**src/design/rc4_pkg.sv**
```systemverilog
`timescale 1ns / 1ps

package rc4_pkg;

    localparam int BYTE_W     = 8;
    localparam int ADDR_W     = 8;
    localparam int KEY_CNT_W  = 9;
    localparam int BOX_DEPTH  = 256;
    localparam logic [ADDR_W-1:0] ADDR_LAST = ADDR_W'(BOX_DEPTH - 1);

    typedef logic [BYTE_W-1:0] t_byte;
    typedef logic [ADDR_W-1:0] t_addr;
    typedef logic [KEY_CNT_W-1:0] t_key_cnt;

    typedef struct packed {
        logic capture;
        logic key_write;
        logic key_clear;
        logic sched_init;
        logic sched_rd;
        logic sched_j;
        logic sched_w1;
        logic sched_w2;
        logic copy_rd;
        logic idx_clear;
        logic ks_ri;
        logic ks_rj;
        logic ks_w1;
        logic ks_w2;
        logic out_load;
        logic out_hold;
    } t_cmd;

    typedef struct packed {
        logic n_last;
        logic out_free;
    } t_sts;

endpackage

```
**src/design/rc4_ctrl.sv**
```systemverilog
`timescale 1ns / 1ps

module rc4_ctrl (
    input  logic          i_clk,
    input  logic          i_rst_n,
    input  logic          i_valid,
    input  logic          i_mode,
    input  logic          i_last,
    input  rc4_pkg::t_sts i_sts,
    output rc4_pkg::t_cmd o_cmd,
    output logic          o_stall
);

    typedef enum logic [3:0] {
        S_IDLE,
        S_KEY,
        S_SINIT,
        S_SRD,
        S_SJ,
        S_SW1,
        S_SW2,
        S_COPY,
        S_RI,
        S_RJ,
        S_W1,
        S_W2,
        S_HOLD
    } t_state;

    t_state r_state;
    logic   r_mode;
    logic   r_last;
    logic   r_restart;

    always_ff @(posedge i_clk) begin
        if (!i_rst_n) begin
            r_state   <= S_IDLE;
            r_mode    <= 1'b0;
            r_last    <= 1'b0;
            r_restart <= 1'b1;
        end else begin
            unique case (r_state)
                S_IDLE: begin
                    if (i_valid) begin
                        r_mode <= i_mode;
                        r_last <= i_last;
                        if (!i_mode) begin
                            r_state <= S_KEY;
                        end else if (r_restart) begin
                            r_state <= S_COPY;
                        end else begin
                            r_state <= S_RI;
                        end
                    end
                end
                S_KEY: begin
                    r_state <= r_last ? S_SINIT : S_IDLE;
                end
                S_SINIT: begin
                    if (i_sts.n_last) begin
                        r_state <= S_SRD;
                    end
                end
                S_SRD: r_state <= S_SJ;
                S_SJ:  r_state <= S_SW1;
                S_SW1: r_state <= S_SW2;
                S_SW2: begin
                    if (i_sts.n_last) begin
                        r_restart <= 1'b1;
                        r_state   <= S_IDLE;
                    end else begin
                        r_state <= S_SRD;
                    end
                end
                S_COPY: begin
                    if (i_sts.n_last) begin
                        r_restart <= 1'b0;
                        r_state   <= S_RI;
                    end
                end
                S_RI: r_state <= S_RJ;
                S_RJ: r_state <= S_W1;
                S_W1: r_state <= S_W2;
                S_W2: begin
                    if (r_last) begin
                        r_restart <= 1'b1;
                    end
                    r_state <= i_sts.out_free ? S_IDLE : S_HOLD;
                end
                S_HOLD: begin
                    if (i_sts.out_free) begin
                        r_state <= S_IDLE;
                    end
                end
                default: r_state <= S_IDLE;
            endcase
        end
    end

    always_comb begin
        o_cmd = '0;
        unique case (r_state)
            S_IDLE:  o_cmd.capture    = i_valid;
            S_KEY:   o_cmd.key_write  = 1'b1;
            S_SINIT: o_cmd.sched_init = 1'b1;
            S_SRD:   o_cmd.sched_rd   = 1'b1;
            S_SJ:    o_cmd.sched_j    = 1'b1;
            S_SW1:   o_cmd.sched_w1   = 1'b1;
            S_SW2: begin
                o_cmd.sched_w2  = 1'b1;
                o_cmd.key_clear = i_sts.n_last;
            end
            S_COPY: begin
                o_cmd.copy_rd   = 1'b1;
                o_cmd.idx_clear = 1'b1;
            end
            S_RI: o_cmd.ks_ri = 1'b1;
            S_RJ: o_cmd.ks_rj = 1'b1;
            S_W1: o_cmd.ks_w1 = 1'b1;
            S_W2: begin
                o_cmd.ks_w2    = 1'b1;
                o_cmd.out_load = i_sts.out_free;
            end
            S_HOLD: begin
                o_cmd.out_load = i_sts.out_free;
                o_cmd.out_hold = 1'b1;
            end
            default: o_cmd = '0;
        endcase
    end

    assign o_stall = (r_state != S_IDLE) || !i_rst_n;

    a_sched_end_restarts: assert property (@(posedge i_clk) disable iff (!i_rst_n)
        o_cmd.key_clear |=> r_restart)
        else $error("key schedule ended without a pending restart");

    a_copy_only_on_restart: assert property (@(posedge i_clk) disable iff (!i_rst_n)
        o_cmd.copy_rd |-> r_restart)
        else $error("box reload without a pending restart");

    a_step_after_reload: assert property (@(posedge i_clk) disable iff (!i_rst_n)
        o_cmd.ks_ri |-> (!r_restart && r_mode))
        else $error("keystream step with a reload still pending");

endmodule

```
**config.mk**
```make
export PLATFORM = sky130hd
export DESIGN_NAME = rc4_ctrl
export DESIGN_NICKNAME = d
export VERILOG_FILES = /design/src/design/rc4_pkg.sv /design/src/design/rc4_ctrl.sv
export SDC_FILE = /design/constraint.sdc
export NUM_CORES = 1
export LEC_CHECK = 0
export BUFFER_PORTS_ARGS = -buffer_cell sky130_fd_sc_hd__buf_2
export CORE_UTILIZATION = 40
export CTS_BUF_LIST = sky130_fd_sc_hd__clkbuf_4 sky130_fd_sc_hd__clkbuf_8 sky130_fd_sc_hd__clkbuf_16
export DETAILED_ROUTE_END_ITERATION = 12
export PLACE_DENSITY = 0.71
export SYNTH_ARGS = -nofsm -noshare
export SYNTH_HDL_FRONTEND = slang
export SYNTH_SLANG_ARGS = --single-unit
```
**constraint.sdc**
```tcl
create_clock -name i_clk -period 1.39 [get_ports i_clk]
set_clock_uncertainty 0.1 [all_clocks]
set_input_delay 0.278 -clock i_clk [delete_from_list [all_inputs] [get_ports i_clk]]
set_output_delay 0.278 -clock i_clk [all_outputs]
set_load 0.05 [all_outputs]
```
==> metrics.txt, run 1 <==
yosys warns 0; Worst endpoint, post-GRT repair o_cmd[4]; Log Error [ERROR DPL-0033] detailed placement checks failed during check placement.; CTS max path bufs 2; antenna violations before repair 0; Syn Inst Count 91; initial core utilization between 40% and 50%; CTS Buf Count 3; number of flops mapped to enable cells by yosys 0; Synthesized Nets around 100; Netlist cell types 36; post-synthesis sequential area ratio 18.0%; IO Count 24; status did not finish; # H-tree levels 1; Sink Count 6; Post-synth ARST share 0%; mapped cell area 668 µm²; hold_buf cts 0; WEP type output port; Post-Syn Area per Cell 7.34 µm²; Row Count 14; HPWL Detailed 1740 µm; predominant post-synthesis flop cell dfxtp_1; Yosys reg bits 6; Clock Tree Root clkbuf_4; routability cong. 0.908; placed insts 152; Last stage global routing; die height 42.9 µm; Die Width 42.9 µm; largest net degree at the start of global routing 11; port bufs 23
synthesized netlist by cell type, drive strengths merged, types with 2 or more instances:
cell type  count  area [µm²]
xor2           2        17.5
dfxtp          6         120
nor2          10        37.5
nand3          3        15.0
or2            2        15.0
nor3           6        30.0
nand2b         6        37.5
o22ai          2        12.5
nor2b          2        12.5
and3           2        12.5
o21ai          4        20.0
buf            8        68.8
mux2i          3        30.0
inv            2        7.51
a21oi          6        30.0
nor4b          2        17.5
nand2          9        33.8
through the flow:
stage                     setup slack [ps]  area, µm²  hold slack (ps)
after floorplan                       -387        828              240
after CTS                             -281       1420              195
after detailed placement              -280       1090              448
after global placement                -236       1090              405
cell families after synthesis:
group,count (synthesis),synth area share (%)
buf+inv,11,12.0
flops,6,18.0
compound gates,18,19.7
mux,4,6.18
simple gates,50,41.6
xor+xnor,2,2.62
repair_timing:
action                                  CTS
endpoints found under the setup margin   23
buffers inserted                          8
cloned                                    0
pin swaps                                 9
gates resized for setup                  74
==> inputs of run 2 (changes only) <==
- CORE_AREA: unset -> 2 2 63 65
- CORE_UTILIZATION: 40 -> unset
- CTS_BUF_LIST: sky130_fd_sc_hd__clkbuf_4 sky130_fd_sc_hd__clkbuf_8 sky130_fd_sc_hd__clkbuf_16 -> unset
- DIE_AREA: unset -> 0 0 65 67
- PLACE_DENSITY: 0.71 -> unset
- PLACE_DENSITY_LB_ADDON: unset -> 0.15
- clock period: 1.39 -> 1.81 ns (I/O delays scaled with it)
==> metrics.txt, run 2 <==
Worst Hold Path Cells 3; GRT Total Usage 11.1%; routability cong. between 0.7 and 0.8; max cap viols 0; Synthesized Nets 98; number of flops mapped to enable cells by yosys 0; predominant post-synthesis flop cell dfxtp_1; IO Count 24; most frequent cells in the layout buf_4 (16), buf_2 (11), nand2_1 (9); max-slew violations 0; Post-synth ARST share 0%; Clock Latency Late Sink 220 ps; Worst VDD drop approximately 0.54 mV; commonest non-fill, non-tap cell in the layout buf_4; top cell types by occurrence after synthesis nor2_1 (10), nand2_1 (9); WP data required 1350 ps; post-synthesis sequential area ratio between 10% and 20%; die area around 4400 µm²; Pre-antenna DRT Iters 4; placed insts roughly 160; post-synth top area cell dfxtp_1; Setup crit start kind flop; RSZ-0062 raised after global routing yes; largest net degree at the start of global routing 16; Final Core Density between 20% and 30%; CTS max path bufs 2; Synth Area in Compound Gates 19.7%; Die Width 65 µm; Syn Inst Count between 90 and 100; Post-Syn Area per Cell 7.34 µm²; Overflow after GRT 0; Area Growth Syn to Fin 54.5%; Post-Synth XOR/XNOR Area 2.62%; routed wl met3 126 µm; Netlist cell types 36; Final Total Pwr 1.56 mW; via count 777; port bufs 23; core area 3610 µm²; die height 67 µm; Max-slew headroom 78.6%; biggest regs r_state x4, r_last x1, r_restart x1; initial core utilization 18.5%; DR top layer met3; Met2 Routed Length 1020 µm; drt wl/cell roughly 13 µm; mux share of post-synthesis cell area just over 6%; Pwr per Cell Area between 1500 and 2000 nW/µm²; DRT Wirelength 2190 µm; Via density 4.65; FF-to-FF Start r_state[2]$_SDFFE_PN0P_; Iter 0 DRT Violations 22; number of fillers in the final layout between 400 and 500; n_diodes 0; layout cells sized above 1 about half; Critical Path End Type output port; min-delay src i_last; hold_buf cts 0; measured slew at the worst slew-check pin 317 ps; status complete, no violations; wire length on met1 1050 µm; Crit Path Category flop to output port; number of global-route vias before repair 770; Fin. Hold Viols 0; mapped cell area 668 µm²; # H-tree levels 1; Row Count 22; largest reg by FF count r_state; Nets 128; flop-to-flop setup slack 240 ps; antenna violations before repair 0; Synth top area share 18.0%; Yosys reg bits 6; Synth Area in Adders 0%; r2r worst-path depth 5; Non-Filler Instances 167; Leak 0.422 nW; final setup vio count 0; worst min path class primary input to flop; top cells by area, synth dfxtp_1 (18%), nand2b_1 (5.6%), nor2_1 (5.6%); Hold Path Sink r_last$_SDFFE_PN0P_; fmax 0.557 GHz; CTS tree done; Tmin final 1800 ps; final period utilization just under 100%; yosys warns 0; max reg flops 4; first-pass GRT wire length 3730 µm; arrival time worst endpoint 1330 ps; largest family of logic cells by synthesized area simple AND/OR/NAND/NOR gates; most frequent cell after synthesis nor2_1; Sink Count 6; HPWL Detailed around 1700 µm; DR DRC count 0; simple-gate share of the synthesized area between 40 and 50%; clk slew on worst S/H paths 40 ps; CTS Buf Count 3; reg2reg end r_state[3]$_SDFFE_PN0P_; CP Max Fanout 8; DRT antenna net count 0; Clock Tree Root clkbuf_8
==> run 2: cell counts after synthesis <==
Identical to the previous run, type by type.
==> run 2: how the worst max path moves through the flow <==
stage	start	endpoint	slack, ps
floorplan	r_state[3]$_SDFFE_PN0P_	o_cmd[10]	-390
global placement	r_state[3]$_SDFFE_PN0P_	o_cmd[4]	20
detailed placement	r_state[3]$_SDFFE_PN0P_	o_cmd[11]	20
CTS	r_state[0]$_SDFFE_PN0P_	o_cmd[0]	5
global route	r_state[0]$_SDFFE_PN0P_	o_cmd[5]	-30
finish	r_state[0]$_SDFFE_PN0P_	o_cmd[5]	10
==> run 2: repair_timing <==
item,4_1_cts,5_1_grt
setup endpoints to repair,17,14
resized for setup,14,14
cloned,0,0
setup buffers,0,0
pin swaps,0,1
==> run 2: power by group <==
part           leakage [nW]  switching, mW  internal [mW]
Sequential           0.0513         0.0897          0.185
Clock                0.0216         0.0630          0.143
Combinational         0.349          0.656          0.425
Total                 0.422          0.808          0.754
==> run 2: metrics by stage <==
step	setup WS, ps	setup TNS, ps	instance area (µm²)	hold slack (ps)
after floorplan	-393	-1110	719	324
after global placement	16.2	0	917	427
after detailed placement	24.6	0	917	434
after CTS	5.03	0	988	272
after global routing	-25.4	-27.8	1030	297
final	14.8	0	1030	271
==> run 2: final cells by class <==
class	instances	area (µm²)	area share (%)
Multi-Input combinational cell	74	542	52.5
Tap cell	48	60.1	5.82
Clock buffer	3	41.3	4.00
Sequential cell	6	130	12.6
Inverter	2	7.51	0.727
Timing Repair Buffer	34	251	24.4
==> run 2: critical path, cell delays in order (launching register included) <==
cell	delay [ps]
dfxtp_4	380
buf_4	170
nand2b_2	220
nor3_2	160
buf_6	180
==> run 2: per-layer routing <==
layer / up-vias / GRT usage, %
met5: - / 0
met4: 0 / 2.13
met3: 0 / 2.53
met2: 34 / 18.8
met1: 360 / 14.3
li1: 383 / -
==> run 2: cell families after synthesis <==
family	count (synthesis)
xor+xnor	2
compound gates	18
mux	4
buf+inv	11
simple gates	50
flops	6
No activity file was read; power rests on OpenSTA's default activity.
==> inputs of run 3 (changes only) <==
- ABC_AREA: unset -> 1
- CORE_AREA: 2 2 63 65 -> 3 3 64 66
- DIE_AREA: 0 0 65 67 -> 0 0 67 69
==> metrics.txt, run 3 <==
die height 69 µm; max incr delay on CP 350 ps; Crit Path Category flop to output port; initial core utilization 16.3%; layout cells sized above 1 45.0%; reg2reg end r_state[2]$_SDFFE_PN0P_; Row Count 22; Post-synth ARST share 0%; Syn Inst Count 104; first-pass GRT wire length between 2000 and 3000 µm; Overflow after GRT 0; drt wl/cell 9.85 µm; Iter 0 DRT Violations 16; Nets 140; WP data required 1350 ps; mapped cell area just under 600 µm²; Via density 3.87; # H-tree levels 1; Synthesized Nets 111; DR DRC count 0; RSZ-0062 raised after global routing no; Max-slew headroom 83.4%; antenna violations before repair 0; Sink Count 6; Die Width 67 µm; Leak 0.508 nW; die area 4620 µm²; biggest regs r_state x4, r_last x1, r_restart x1; core area 3630 µm²; port bufs 23; worst-path cell chain nor2_1 > nand2_1 > inv_2 > nand2_1 > inv_2 > buf_4; fmax 0.580 GHz; Yosys reg bits 6; number of fillers in the final layout 449; hold_buf cts 0; Worst VDD drop 0.622 mV; pre-CTS setup slack roughly 140 ps; final setup margin approximately 85 ps; post-synthesis sequential area ratio 20.3%; M2 GR Usage 11.7%; measured slew at the worst slew-check pin 250 ps; flop-to-flop setup slack approximately 480 ps; yosys warns 0; via count between 600 and 700; Slowest-stage cell, CP dfxtp_2; CP Max Fanout 5; largest reg by FF count r_state; max reg flops 4; IO Count 24; max-slew violations 0; Fin. Hold Viols 0; Synth top area share 20.3%; final setup vio count 0; worst min path class primary input to flop; Clock Tree Root clkbuf_8; top cell types by occurrence after synthesis nand2_1 (29), inv_1 (16), nor2_1 (13); Area Growth Syn to Fin 48.7%; setup bufs post-CTS 0; max cap viols 0; Post-Syn Area per Cell ~5.7 µm²; min-delay src i_rst_n; DRT antenna net count 0; top cells by area, synth dfxtp_1 (20%), nand2_1 (18%), inv_1 (10%); clk slew on worst S/H paths 40 ps; status complete, no violations; Final Core Density 24.3%; most frequent cell after synthesis nand2_1; Netlist cell types 19; Setup Total Neg Slack 0 ps; largest net degree at the start of global routing 7; commonest non-fill, non-tap cell in the layout nand2_1; CTS max path bufs 2; Clock Latency Late Sink 220 ps; final period utilization 95.3%; CTS Buf Count 3; number of global-route vias before repair 617; Hold Path Sink r_restart$_SDFFE_PN1P_; arrival time worst endpoint 1260 ps; most frequent cells in the layout nand2_1 (28), inv_1 (16), buf_2 (14); n_diodes 0; met3 Track Usage GR approximately 1.6%; CTS tree done; Pre-antenna DRT Iters 4; routability cong. 0.840; Critical Path End Type output port; Tmin final around 1700 ps; post-synth top area cell dfxtp_1; Pwr per Cell Area 1620 nW/µm²; r2r worst-path depth 8; predominant post-synthesis flop cell dfxtp_1; Setup crit start kind flop; Worst Hold Path Cells 2; HPWL Detailed ~1500 µm; FF-to-FF Start r_state[2]$_SDFFE_PN0P_; GRT Total Usage 7.92%; DRT Wirelength about 1800 µm; met1 GRT Util 11.0%; global route hottest layer met2; number of flops mapped to enable cells by yosys 0
## run 3: changes by cell type after synthesis, sizes merged, moves of 3 or more
| cell | previous run | this run |
|---|---|---|
| nand3 | 3 | 6 |
| nand2b | 6 | 0 |
| nor3 | 6 | 2 |
| mux2i | 3 | 0 |
| nand2 | 9 | 35 |
| nor2 | 10 | 19 |
| buf | 8 | 1 |
| inv | 2 | 22 |
## run 3: kinds of logic after synthesis
family / share of synthesized area (%)
buffers and inverters: 15.2
and+or+nand+nor: 54.2
DFF: 20.3
AOI/OAI and AO/OA: 10.3
## run 3: per-layer routing
| layer | vias up | routed length [µm] |
|---|---|---|
| met4 | 0 | 31 |
| met2 | 20 | 757 |
| met3 | 4 | 102 |
| li1 | 374 | - |
| met5 | - | 0 |
| met1 | 295 | 872 |
## run 3: how the worst max path moves through the flow
stage                                 start         to  cells past startpoint
finish              r_state[3]$_SDFFE_PN0P_  o_cmd[15]                      6
global route        r_state[1]$_SDFFE_PN0P_   o_cmd[1]                      6
CTS                 r_state[3]$_SDFFE_PN0P_   o_cmd[1]                      5
detailed placement  r_state[2]$_SDFFE_PN0P_   o_cmd[1]                      6
global placement    r_state[2]$_SDFFE_PN0P_   o_cmd[1]                      6
floorplan           r_state[3]$_SDFFE_PN0P_   o_cmd[1]                      4
## run 3: layout make-up
class	count	area (µm²)	area share, %
clock buffers	3	41.3	4.68
inverters	22	82.6	9.36
multi-input cells	75	417	47.2
flip-flops and latches	6	125	14.2
well taps	48	60.1	6.81
repair buffers	25	156	17.7
## run 3: stage by stage
step / cell area (µm²) / total power, mW / std cells / hold WS, ps
finish: 882 / 1.42 / 179 / 271
global route: 882 / 1.55 / 179 / 272
CTS: 857 / 1.42 / 179 / 268
detailed placement: 800 / 1.20 / 176 / 376
global placement: 800 / 1.21 / 176 / 368
floorplan: 617 / 0.970 / 104 / 347
## run 3: critical path, delay by kind of cell (launching register included)
kind                   cells  cell delay (ps)
buffers and inverters      3              330
flip-flops                 1              350
AND/OR/NAND/NOR            3              350
## run 3: repair_timing
item | in CTS | in global routing
endpoints found under the hold margin | 0 | 0
resized for setup | 7 | 11
cloned | 0 | 0
endpoints found under the setup margin | 6 | 10
## run 3: power by group
group	internal (mW)	switching, mW
combinational	0.292	0.686
sequential	0.182	0.0664
clock	0.143	0.0551
==> inputs of run 4 (changes only) <==
--- a/config.mk
+++ b/config.mk
@@ -9,2 +9,4 @@
 export BUFFER_PORTS_ARGS = -buffer_cell sky130_fd_sc_hd__buf_2
+export CELL_PAD_IN_SITES_DETAIL_PLACEMENT = 0
+export CELL_PAD_IN_SITES_GLOBAL_PLACEMENT = 1
 export CORE_AREA = 3 3 64 66
==> constraint.sdc (replaced) <==
create_clock -name i_clk -period 1.81 [get_ports i_clk]
set_clock_uncertainty 0.1 [all_clocks]
set_input_delay 0 -clock i_clk [delete_from_list [all_inputs] [get_ports i_clk]]
set_output_delay 0 -clock i_clk [all_outputs]
set_load 0.05 [all_outputs]
==> metrics.txt, run 4 (synthesis gave the netlist of run 3 again) <==
Slowest-stage cell, CP dfxtp_1; core area 3630 µm²; crit-path leading delay family simple AND/OR/NAND/NOR gates; design area 836 µm²; routability cong. 0.726; GRT Total Usage 8.54%; final setup margin 239 ps; Worst VDD drop 0.677 mV; Setup crit start kind flop; layout cells sized above 1 38.2%; die area 4620 µm²; clk slew on worst S/H paths 30 ps; hold_ws 35.9 ps; Leak 0.503 nW; biggest regs r_state x4, r_last x1, r_restart x1; Pwr per Cell Area 1610 nW/µm²; RSZ-0062 raised after global routing no; cts repair resizes 0; Setup Total Neg Slack 0 ps; status complete, no violations; Clock Tree Root clkbuf_8; Area Growth Syn to Fin 40.9%; arrival time worst endpoint 1470 ps; CTS tree done; Via density around 4.0; max-slew violations 0; Pre-antenna DRT Iters 4; antenna violations before repair 0; drt wl/cell 10.3 µm; worst min path class primary input to flop; via count 708; n_diodes 0; port bufs 23; DRT Wirelength 1850 µm; max incr delay on CP around 360 ps; CTS Buf Count 3; Tmin final 1570 ps; Crit Path Category flop to output port; worst-path cell chain nor2_1 > nand2_1 > inv_2 > nand2_1 > inv_2 > buf_2; Fin. Hold Viols 0; measured slew at the worst slew-check pin 244 ps; CP Buf/Inv Count 3; Die Width 67 µm; fmax 0.636 GHz; final setup vio count 0; max cap viols 0; first-pass GRT wire length 3060 µm; Overflow after GRT 0; WP data required 1710 ps; Row Count 22; number of global-route vias before repair just over 700; Critical Path End Type output port; Post-DP Area 774 µm²; # H-tree levels 1; initial core utilization 16.3%; number of fillers in the final layout 441; Max-slew headroom 83.7%; Sink Count 6; Iter 0 DRT Violations 18; largest net degree at the start of global routing 7; pre-CTS setup slack ~350 ps; Final Core Density 23.0%; final period utilization 86.8%; HPWL Detailed 1630 µm; commonest non-fill, non-tap cell in the layout nand2_1; DR DRC count 0; die height 69 µm; largest reg by FF count r_state; Clock Latency Late Sink 220 ps; DRT antenna net count 0; most frequent cells in the layout nand2_1 (29), buf_2 (23), inv_1 (16); IO Count 24; CTS max path bufs 2; flop-to-flop setup slack approximately 360 ps; CP Max Fanout 5; max reg flops 4; Nets 140
-- run 4: changes by cell type in the layout (fill, tap and decap cells not counted) --
cell and delta:
nor2_1 +1, nor2_4 -1, nand2_4 -1, clkbuf_4 -3, dfxtp_2 -4, dfxtp_1 +4
buf_4 -7, nor3_1 +1, buf_2 +9, dlygate4sd3_1 +2, buf_6 -1, nor3_2 -1
nand2_1 +1
-- run 4: worst register-to-register path, stage by stage, from the launching register on --
cell     delay, ps
dfxtp_1        420
inv_2          110
nand2_1        170
inv_1           90
nand2_1         90
nand2_1         50
nor2_1         110
nand2_1         80
nand2_1         60
a21oi_1         60
-- run 4: layout make-up --
| class | count | area (µm²) | area share (%) |
|---|---|---|---|
| clock buffers | 3 | 41.3 | 4.94 |
| repair buffers | 25 | 135 | 16.2 |
| multi-input cells | 75 | 397 | 47.5 |
| inverters | 22 | 82.6 | 9.88 |
| flip-flops and latches | 6 | 120 | 14.4 |
| well taps | 48 | 60.1 | 7.19 |
-- run 4: final timing paths --
| kind | from | end | cells past startpoint |
|---|---|---|---|
| worst min register to register | r_restart$_SDFFE_PN1P_ | r_restart$_SDFFE_PN1P_ | 2 |
| worst max-delay path | r_state[3]$_SDFFE_PN0P_ | o_cmd[15] | 6 |
| worst max register to register | r_state[2]$_SDFFE_PN0P_ | r_state[1]$_SDFFE_PN0P_ | 9 |
| worst min-delay path | i_valid | r_last$_SDFFE_PN0P_ | 4 |
-- run 4: what timing repair did --
action,in CTS,in global routing
endpoints found under the hold margin,2,0
hold buffers,2,0
setup buffers,0,0
-- run 4: per-layer routing --
metal	part of all wire, %	vias to the layer above	GRT usage (%)	wire length, µm
li1	-	372	-	-
met1	45	313	10.7	835
met2	47	19	13.6	858
met3	6.8	4	1.79	125
met4	1.4	0	4.05	25
met5	0	-	0	0
-- run 4: report_power, final --
group,switching (mW),internal [mW]
Combinational,0.675,0.234
Sequential,0.0636,0.175
Clock,0.0577,0.143
Total,0.797,0.552
-- run 4: stage by stage --
stage | total power [mW] | instances
after detailed placement | 1.16 | 174
after global routing | 1.46 | 179
final | 1.35 | 179
after CTS | 1.37 | 179
after global placement | 1.17 | 174
after floorplan | 0.960 | 104
